==> config.mk <==
export PLATFORM = sky130hd
export DESIGN_NAME = object_motion_step_core
export DESIGN_NICKNAME = d
export VERILOG_FILES = /design/src/sv/oms_pkg.sv /design/src/sv/oms_gain_mul.sv /design/src/sv/object_motion_step_core.sv
export SDC_FILE = /design/constraint.sdc
export NUM_CORES = 1
export LEC_CHECK = 0
export BUFFER_PORTS_ARGS = -buffer_cell sky130_fd_sc_hd__buf_4
export CAP_MARGIN = 5
export CORE_MARGIN = 2
export CORE_UTILIZATION = 40
export CTS_BUF_LIST = sky130_fd_sc_hd__clkbuf_8
export DETAILED_ROUTE_END_ITERATION = 8
export PLACE_DENSITY = 0.6
export SLEW_MARGIN = 20
export SYNTH_ARGS = -nofsm -noshare
export SYNTH_HDL_FRONTEND = slang
export SYNTH_SLANG_ARGS = --single-unit
==> constraint.sdc <==
create_clock -name i_clk -period 5.4 [get_ports i_clk]
set_input_delay 0 -clock i_clk [delete_from_list [all_inputs] [get_ports i_clk]]
set_output_delay 0 -clock i_clk [all_outputs]
set_load 0.02 [all_outputs]
==> src/sv/oms_pkg.sv <==
// Shared types, constants and gain tables for the object motion step pipeline.
// No dependencies; imported by oms_gain_mul and object_motion_step_core.
`default_nettype none

package oms_pkg;

    // Motion mode codes
    localparam logic [7:0] MODE_WALK = 8'h01;
    localparam logic [7:0] MODE_VEL  = 8'h02;

    // Field widths
    localparam int unsigned GAIN_W = 13;   // largest gain 0x1400 needs 13 bits
    localparam int unsigned SPD_W  = 8;
    localparam int unsigned PROD_W = GAIN_W + SPD_W;
    localparam int unsigned POS_W  = 32;
    localparam int unsigned VEL_W  = 16;
    localparam int unsigned IDX_W  = 7;    // table index 0..64

    // Quarter-wave index constants
    localparam logic [IDX_W-1:0] QUARTER = 7'd64;

    // Per-item control carried down the pipeline
    typedef struct packed {
        logic walk;     // polar walk step applies
        logic neg_x;    // X step is subtracted
        logic neg_y;    // Y step is subtracted
    } t_ctrl;

    // Quarter-wave sine table, scaled by 5120
    function automatic logic [GAIN_W-1:0] sin_gain(input logic [IDX_W-1:0] idx);
        logic [GAIN_W-1:0] g;
        case (idx)
            7'd0:  g = 13'h0000;  7'd1:  g = 13'h007E;  7'd2:  g = 13'h00FB;
            7'd3:  g = 13'h0179;  7'd4:  g = 13'h01F6;  7'd5:  g = 13'h0273;
            7'd6:  g = 13'h02EF;  7'd7:  g = 13'h036B;  7'd8:  g = 13'h03E7;
            7'd9:  g = 13'h0462;  7'd10: g = 13'h04DC;  7'd11: g = 13'h0556;
            7'd12: g = 13'h05CE;  7'd13: g = 13'h0646;  7'd14: g = 13'h06BD;
            7'd15: g = 13'h0733;  7'd16: g = 13'h07A7;  7'd17: g = 13'h081B;
            7'd18: g = 13'h088D;  7'd19: g = 13'h08FE;  7'd20: g = 13'h096E;
            7'd21: g = 13'h09DC;  7'd22: g = 13'h0A48;  7'd23: g = 13'h0AB3;
            7'd24: g = 13'h0B1D;  7'd25: g = 13'h0B84;  7'd26: g = 13'h0BEA;
            7'd27: g = 13'h0C4E;  7'd28: g = 13'h0CB0;  7'd29: g = 13'h0D10;
            7'd30: g = 13'h0D6E;  7'd31: g = 13'h0DCA;  7'd32: g = 13'h0E24;
            7'd33: g = 13'h0E7C;  7'd34: g = 13'h0ED2;  7'd35: g = 13'h0F25;
            7'd36: g = 13'h0F76;  7'd37: g = 13'h0FC4;  7'd38: g = 13'h1010;
            7'd39: g = 13'h105A;  7'd40: g = 13'h10A1;  7'd41: g = 13'h10E6;
            7'd42: g = 13'h1128;  7'd43: g = 13'h1167;  7'd44: g = 13'h11A3;
            7'd45: g = 13'h11DD;  7'd46: g = 13'h1214;  7'd47: g = 13'h1249;
            7'd48: g = 13'h127A;  7'd49: g = 13'h12A9;  7'd50: g = 13'h12D5;
            7'd51: g = 13'h12FE;  7'd52: g = 13'h1324;  7'd53: g = 13'h1347;
            7'd54: g = 13'h1367;  7'd55: g = 13'h1384;  7'd56: g = 13'h139E;
            7'd57: g = 13'h13B5;  7'd58: g = 13'h13C9;  7'd59: g = 13'h13D9;
            7'd60: g = 13'h13E7;  7'd61: g = 13'h13F2;  7'd62: g = 13'h13FA;
            7'd63: g = 13'h13FE;  7'd64: g = 13'h1400;
            default: g = '0;
        endcase
        return g;
    endfunction

    // Quarter-wave cosine table, scaled by 4096
    function automatic logic [GAIN_W-1:0] cos_gain(input logic [IDX_W-1:0] idx);
        logic [GAIN_W-1:0] g;
        case (idx)
            7'd0:  g = 13'h1000;  7'd1:  g = 13'h0FFF;  7'd2:  g = 13'h0FFB;
            7'd3:  g = 13'h0FF5;  7'd4:  g = 13'h0FEC;  7'd5:  g = 13'h0FE1;
            7'd6:  g = 13'h0FD4;  7'd7:  g = 13'h0FC4;  7'd8:  g = 13'h0FB1;
            7'd9:  g = 13'h0F9C;  7'd10: g = 13'h0F85;  7'd11: g = 13'h0F6C;
            7'd12: g = 13'h0F50;  7'd13: g = 13'h0F31;  7'd14: g = 13'h0F11;
            7'd15: g = 13'h0EEE;  7'd16: g = 13'h0EC8;  7'd17: g = 13'h0EA1;
            7'd18: g = 13'h0E77;  7'd19: g = 13'h0E4B;  7'd20: g = 13'h0E1C;
            7'd21: g = 13'h0DEC;  7'd22: g = 13'h0DB9;  7'd23: g = 13'h0D85;
            7'd24: g = 13'h0D4E;  7'd25: g = 13'h0D15;  7'd26: g = 13'h0CDA;
            7'd27: g = 13'h0C9B;  7'd28: g = 13'h0C5E;  7'd29: g = 13'h0C1E;
            7'd30: g = 13'h0BDB;  7'd31: g = 13'h0B97;  7'd32: g = 13'h0B50;
            7'd33: g = 13'h0B08;  7'd34: g = 13'h0ABF;  7'd35: g = 13'h0A73;
            7'd36: g = 13'h0A26;  7'd37: g = 13'h09D8;  7'd38: g = 13'h0988;
            7'd39: g = 13'h0937;  7'd40: g = 13'h08E4;  7'd41: g = 13'h088F;
            7'd42: g = 13'h083A;  7'd43: g = 13'h07E3;  7'd44: g = 13'h078B;
            7'd45: g = 13'h0732;  7'd46: g = 13'h06D7;  7'd47: g = 13'h067C;
            7'd48: g = 13'h061F;  7'd49: g = 13'h05C2;  7'd50: g = 13'h0564;
            7'd51: g = 13'h0505;  7'd52: g = 13'h04A5;  7'd53: g = 13'h0444;
            7'd54: g = 13'h03E3;  7'd55: g = 13'h0381;  7'd56: g = 13'h031F;
            7'd57: g = 13'h02BC;  7'd58: g = 13'h0259;  7'd59: g = 13'h01F5;
            7'd60: g = 13'h0191;  7'd61: g = 13'h012D;  7'd62: g = 13'h00C9;
            7'd63: g = 13'h0065;  7'd64: g = 13'h0000;
            default: g = '0;
        endcase
        return g;
    endfunction

endpackage

`default_nettype wire

==> src/sv/oms_gain_mul.sv <==
// Registered speed multiplier for the X and Y walk gains (pipeline stage 2).
// Depends on oms_pkg for field widths.
`default_nettype none

module oms_gain_mul
    import oms_pkg::*;
(
    input  wire logic              i_clk,
    input  wire logic              i_en,
    input  wire logic [GAIN_W-1:0] i_gain_x,
    input  wire logic [GAIN_W-1:0] i_gain_y,
    input  wire logic [SPD_W-1:0]  i_speed,
    output logic      [PROD_W-1:0] o_prod_x,
    output logic      [PROD_W-1:0] o_prod_y
);

    logic [PROD_W-1:0] r_prod_x;
    logic [PROD_W-1:0] r_prod_y;
    logic [PROD_W-1:0] n_prod_x;
    logic [PROD_W-1:0] n_prod_y;

    // Scale both gains by the speed
    always_comb begin
        n_prod_x = PROD_W'(i_gain_x) * PROD_W'(i_speed);
        n_prod_y = PROD_W'(i_gain_y) * PROD_W'(i_speed);
    end

    // Hold products while the stage is stalled
    always_ff @(posedge i_clk) begin
        if (i_en) begin
            r_prod_x <= n_prod_x;
            r_prod_y <= n_prod_y;
        end
    end

    assign o_prod_x = r_prod_x;
    assign o_prod_y = r_prod_y;

endmodule

`default_nettype wire

==> src/sv/object_motion_step_core.sv <==
// Channel  | direction | handshake                | payload
// request  | in        | i_in_valid / o_in_ready  | mode, heading, speed, pos, vel, gravity
// result   | out       | o_out_valid / i_out_ready| new_x, new_y, new_z, new_vel_z
//
// Three-stage pipeline: table lookup and velocity add, speed multiply, walk add.
// One request is taken every cycle while results drain.
// Each stage advances when it is empty or the stage after it advances, so bubbles
// close up and a stall on the result side holds everything in place.
// Synchronous active-low reset clears the stage valid bits only.
// Depends on oms_pkg and oms_gain_mul.
`default_nettype none

module object_motion_step_core
    import oms_pkg::*;
(
    input  wire logic               i_clk,
    input  wire logic               i_rst_n,
    input  wire logic               i_in_valid,
    output logic                    o_in_ready,
    input  wire logic        [7:0]  i_mode,
    input  wire logic        [7:0]  i_heading,
    input  wire logic        [7:0]  i_step_speed,
    input  wire logic signed [31:0] i_pos_x,
    input  wire logic signed [31:0] i_pos_y,
    input  wire logic signed [31:0] i_pos_z,
    input  wire logic signed [15:0] i_vel_x,
    input  wire logic signed [15:0] i_vel_y,
    input  wire logic signed [15:0] i_vel_z,
    input  wire logic        [15:0] i_gravity,
    output logic                    o_out_valid,
    input  wire logic               i_out_ready,
    output logic signed [31:0]      o_new_x,
    output logic signed [31:0]      o_new_y,
    output logic signed [31:0]      o_new_z,
    output logic signed [15:0]      o_new_vel_z
);

    // Stage valid bits and enables
    logic r_v1, r_v2, r_v3;
    logic en1, en2, en3;

    assign en3        = !r_v3 || i_out_ready;
    assign en2        = !r_v2 || en3;
    assign en1        = !r_v1 || en2;
    assign o_in_ready = en1;

    always_ff @(posedge i_clk) begin
        if (!i_rst_n) begin
            r_v1 <= 1'b0;
            r_v2 <= 1'b0;
            r_v3 <= 1'b0;
        end else begin
            if (en1) r_v1 <= i_in_valid;
            if (en2) r_v2 <= r_v1;
            if (en3) r_v3 <= r_v2;
        end
    end

    // Stage 1: decode heading, look up gains, apply velocity mode
    logic [1:0]        quad;
    logic [5:0]        low;
    logic [IDX_W-1:0]  idx;
    logic              is_vel;
    t_ctrl             n_ctrl1;
    logic [POS_W-1:0]  n_x1, n_y1, n_z1;
    logic [VEL_W-1:0]  n_vz1;

    always_comb begin
        quad          = i_heading[7:6];
        low           = i_heading[5:0];
        idx           = quad[0] ? (QUARTER - {1'b0, low}) : {1'b0, low};
        is_vel        = (i_mode == MODE_VEL);
        n_ctrl1.walk  = (i_mode == MODE_WALK);
        n_ctrl1.neg_x = quad[1];
        n_ctrl1.neg_y = quad[1] ^ quad[0];
        n_x1  = i_pos_x;
        n_y1  = i_pos_y;
        n_z1  = i_pos_z;
        n_vz1 = i_vel_z;
        if (is_vel) begin
            n_x1  = i_pos_x + {{8{i_vel_x[15]}}, i_vel_x, 8'h00};
            n_y1  = i_pos_y + {{8{i_vel_y[15]}}, i_vel_y, 8'h00};
            n_z1  = i_pos_z + {{8{i_vel_z[15]}}, i_vel_z, 8'h00};
            n_vz1 = i_vel_z - i_gravity;
        end
    end

    t_ctrl             r_ctrl1;
    logic [GAIN_W-1:0] r_gx1, r_gy1;
    logic [SPD_W-1:0]  r_spd1;
    logic [POS_W-1:0]  r_x1, r_y1, r_z1;
    logic [VEL_W-1:0]  r_vz1;

    always_ff @(posedge i_clk) begin
        if (en1) begin
            r_ctrl1 <= n_ctrl1;
            r_gx1   <= sin_gain(idx);
            r_gy1   <= cos_gain(idx);
            r_spd1  <= i_step_speed;
            r_x1    <= n_x1;
            r_y1    <= n_y1;
            r_z1    <= n_z1;
            r_vz1   <= n_vz1;
        end
    end

    // Stage 2: scale gains by speed, carry the record along
    logic [PROD_W-1:0] prod_x, prod_y;

    oms_gain_mul u_mul (
        .i_clk    (i_clk),
        .i_en     (en2),
        .i_gain_x (r_gx1),
        .i_gain_y (r_gy1),
        .i_speed  (r_spd1),
        .o_prod_x (prod_x),
        .o_prod_y (prod_y)
    );

    t_ctrl            r_ctrl2;
    logic [POS_W-1:0] r_x2, r_y2, r_z2;
    logic [VEL_W-1:0] r_vz2;

    always_ff @(posedge i_clk) begin
        if (en2) begin
            r_ctrl2 <= r_ctrl1;
            r_x2    <= r_x1;
            r_y2    <= r_y1;
            r_z2    <= r_z1;
            r_vz2   <= r_vz1;
        end
    end

    // Stage 3: add or subtract the walk step, wrapping
    logic [POS_W-1:0] step_x, step_y;
    logic [POS_W-1:0] n_x3, n_y3;

    always_comb begin
        step_x = POS_W'(prod_x);
        step_y = POS_W'(prod_y);
        n_x3   = r_x2;
        n_y3   = r_y2;
        if (r_ctrl2.walk) begin
            n_x3 = r_ctrl2.neg_x ? (r_x2 - step_x) : (r_x2 + step_x);
            n_y3 = r_ctrl2.neg_y ? (r_y2 - step_y) : (r_y2 + step_y);
        end
    end

    logic [POS_W-1:0] r_x3, r_y3, r_z3;
    logic [VEL_W-1:0] r_vz3;

    always_ff @(posedge i_clk) begin
        if (en3) begin
            r_x3  <= n_x3;
            r_y3  <= n_y3;
            r_z3  <= r_z2;
            r_vz3 <= r_vz2;
        end
    end

    assign o_out_valid = r_v3;
    assign o_new_x     = r_x3;
    assign o_new_y     = r_y3;
    assign o_new_z     = r_z3;
    assign o_new_vel_z = r_vz3;

endmodule

`default_nettype wire

==> results.sh <==
export IMPL_outcome="finished, final reports clean"
export IMPL_syn_area_um2=30800
export IMPL_syn_to_final_growth_pct=23.5
export IMPL_route_detailed_drc=0
export IMPL_place_gp_congestion=0.909
export IMPL_power_density_nw_per_um2=432
export IMPL_floorplan_initialDensity_pct=40.5
export IMPL_post_drt_wl_per_cell_um=17.4
export IMPL_dieHeight_um=282
export IMPL_power_leakage_nw=16.6
export IMPL_antenna_found_initial=2
export IMPL_comb_power_share_pct=53.2
export IMPL_ant_nets=0
export IMPL_layoutNonFillerInstCount=4575
export IMPL_post_dp_hpwl_mm=57.9
export IMPL_clock_path_buffers=3
export IMPL_cts_sinks=421
export IMPL_rsz0062_at_grt="no"
export IMPL_synth_warnings=0
export IMPL_worstPathCellList="buf_12 > and2_1 > fa_1 > fa_1 > inv_1 > fa_1 > fa_1 > inv_1 > ha_4 > o21ai_2 > a21boi_1 > o311a_1 > o21a_1 > o21a_1 > o21a_1 > o41a_1 > a211o_1 > xor2_1"
export IMPL_grt_pass1_wl_mm=126
export IMPL_synth_flop_cell="edfxtp_1"
export IMPL_core_area_um2=76100
export IMPL_cp_max_fo=7
export IMPL_seq_area_frac_synth_pct=40.9
export IMPL_swShare_pct=39.0
export IMPL_cts_root_buf="clkbuf_8"
export IMPL_io_buffers=301
export IMPL_slew_viol_final=0
export IMPL_overflow=0
export IMPL_first_global_vias=23300
export IMPL_worst_slew_pin_slew_ns=1.12
export IMPL_synth_cell_type_count=80
export IMPL_rows=101
export IMPL_layout_common_cells="edfxtp_1 (418), buf_4 (346), nand2_1 (270), inv_1 (239), ha_1 (238)"
export IMPL_ir_worst_vdd_mv=0.420
export IMPL_arrival_ns=5.59
export IMPL_vias=23800
export IMPL_finalHoldViolations=0
export IMPL_synth_seq_cells=421
export IMPL_setup_viol=0
export IMPL_ioPinCount=302
export IMPL_synth_edf_count=418
export IMPL_dp_cells=4239
export IMPL_synth_nets=3532
export IMPL_first_pass_iters=6
export IMPL_timing_slew_headroom_pct=24.8
export IMPL_die_area_um2=79300
export IMPL_utilization_pct=50.0
export IMPL_insertion_delay_ns=0.70
export IMPL_critical_path_class="reg2reg"
export IMPL_drtIter0Drc=1684
export IMPL_fin_nets=4062
export IMPL_synth_async_reset_ratio_pct=0
export IMPL_clock_skew_ns=0.0501
export IMPL_worst_setup_path_start_kind="register"
export IMPL_grt_usage_pct=20.0
export IMPL_critPathBufInv=3
export IMPL_critPathTopFamily="adder cells"
export IMPL_switchingPower_mw=6.41
export IMPL_routed_wl_mm=79.5
export IMPL_end_kind="register"
export IMPL_drv_cap=0
export IMPL_slowest_delay_ns=0.55
export IMPL_final_common_cell="edfxtp_1"
export IMPL_cts_buffers=77
export IMPL_hold_class="in2reg"
export IMPL_avgSynthCellArea_um2=10.4
export IMPL_timing_critical_path_slowest_stage_cell="fa_1"
export IMPL_min_period_ns=5.16
export IMPL_avgViaCountPerCell=5.20
export IMPL_clock_fmax_mhz=194
export IMPL_layout_drive_gt1_share_pct=15.3
export IMPL_cts_tree="done"
export IMPL_p_seq_share_pct=28.3
export IMPL_grt_max_degree=155
export IMPL_fin_crit_sh_pct=95.6
export IMPL_intPower_mw=10.0
export IMPL_syn_inst=2966
export IMPL_clockPowerShare_pct=18.4
export IMPL_clkTransAtPathRegs_ns=0.05
export IMPL_htreeDepth=3
export IMPL_crit_top_cell="fa_1"
export IMPL_crit_required_ns=5.82
export IMPL_die_w_um=282
-- cells by family (layout without fill, tap and decap cells) --
family	count (synthesis)	in the layout	synth area share, %
AND/OR/NAND/NOR	883	883	13.9
AO/OA/AOI/OAI	708	708	14.8
flip-flops	421	421	40.9
adder cells (fa/ha/maj)	378	378	18.7
buffers and inverters	325	903	3.98
XOR/XNOR	193	193	5.48
multiplexers	58	58	2.17
other	0	1	0
-- flip-flops by register name, indices dropped and copies added (netlist names), 21 cells and up --
name            count
o_new_x            32
o_new_y            32
o_new_z            32
r_x1               32
r_x2               32
r_y1               32
r_y2               32
r_z1               32
r_z2               32
u_mul.o_prod_x     21
u_mul.o_prod_y     21
-- cell usage after synthesis, types with 6 or more instances --
master,number,area [µm²]
edfxtp_1,418,12600
nand2_1,271,1020
ha_1,240,3000
inv_1,220,826
nor2_1,181,679
a21oi_1,178,891
and2_1,178,1110
o21ai_0,152,761
fa_1,138,2760
xnor2_1,124,1090
clkbuf_1,94,353
a21o_1,83,623
nor3_1,74,370
xor2_1,69,604
mux2_2,51,574
nand3_1,46,230
o21a_1,31,233
a211oi_1,29,218
nor2b_1,29,181
o21bai_1,29,218
a31oi_1,27,169
o21ai_1,25,125
nand2b_1,22,138
o31ai_1,22,165
or3_1,17,106
and3_1,16,100
o211ai_1,12,90.1
a311oi_1,11,96.3
a211o_1,10,87.6
nand4_1,10,62.6
or2_2,10,62.6
a221oi_1,9,78.8
nor4_1,9,56.3
a21boi_0,8,60.1
a21boi_1,6,45.0
a41oi_1,6,52.6
o2111ai_1,6,52.6
-- tightest hold or removal path, cell delays in order --
cell	delay, ns
buf_4	0.09
fa_1	0.20
xor2_1	0.07
o21ai_0	0.21
-- worst paths after layout --
path / to / slack, ns / from / cells past startpoint
hold / removal: r_vz1[2] / 0.03 / i_gravity[1] / 4
setup reg to reg: u_mul.o_prod_x[19] / 0.24 / r_spd1[2] / 18
setup / recovery: u_mul.o_prod_x[19] / 0.24 / r_spd1[2] / 18
hold reg to reg: r_z2[25] / 0.37 / r_z1[25] / 0
-- stage by stage --
step,power [mW],hold slack (ns),TNS (ns),worst slack [ns],instance area [µm²]
detailed placement,13.2,0.179,-0.00630,-0.00630,34400
global placement,13.1,0.179,0,0.111,34400
global route,18.0,0.0230,0,0.00647,38100
floorplan,11.3,0.0989,0,0.320,30800
CTS,16.5,0.000943,0,0.0731,38000
finish,16.4,0.0323,0,0.237,38100
-- layout make-up --
cell class              instances  area, µm²
fillers                      7060      38000
flip-flops and latches        421      12600
inverters                     221        832
multi-input cells            2220      17100
clock buffers                  77       1060
well taps                    1030       1290
repair buffers                555       4730
diodes                          1       2.50
clock inverters                50        430
-- layer usage --
metal | vias up | global-route usage [%] | part of all wire [%]
li1 | 11700 | - | -
met1 | 11300 | 27.2 | 45
met2 | 623 | 32.8 | 47
met3 | 118 | 2.88 | 5.2
met4 | 0 | 6.37 | 2.5
met5 | - | 0 | 0
-- power by group through the flow --
stage	clock network [mW]	registers [mW]	logic, mW
3_3_place_gp	0	4.71	8.43
5_1_grt	3.28	4.71	9.99
3_5_place_dp	0	4.72	8.47
6_report	3.03	4.66	8.75
2_1_floorplan	0	4.68	6.57
4_1_cts	3.14	4.66	8.65
-- what timing repair did --
action                     CTS  global route
hold endpoints to repair   130             0
resized for setup            0            10
setup endpoints to repair    1             4
pin swaps                    0             1
hold buffers               205             0
buffers inserted             1             2
No activity file was read; power rests on OpenSTA's default activity.
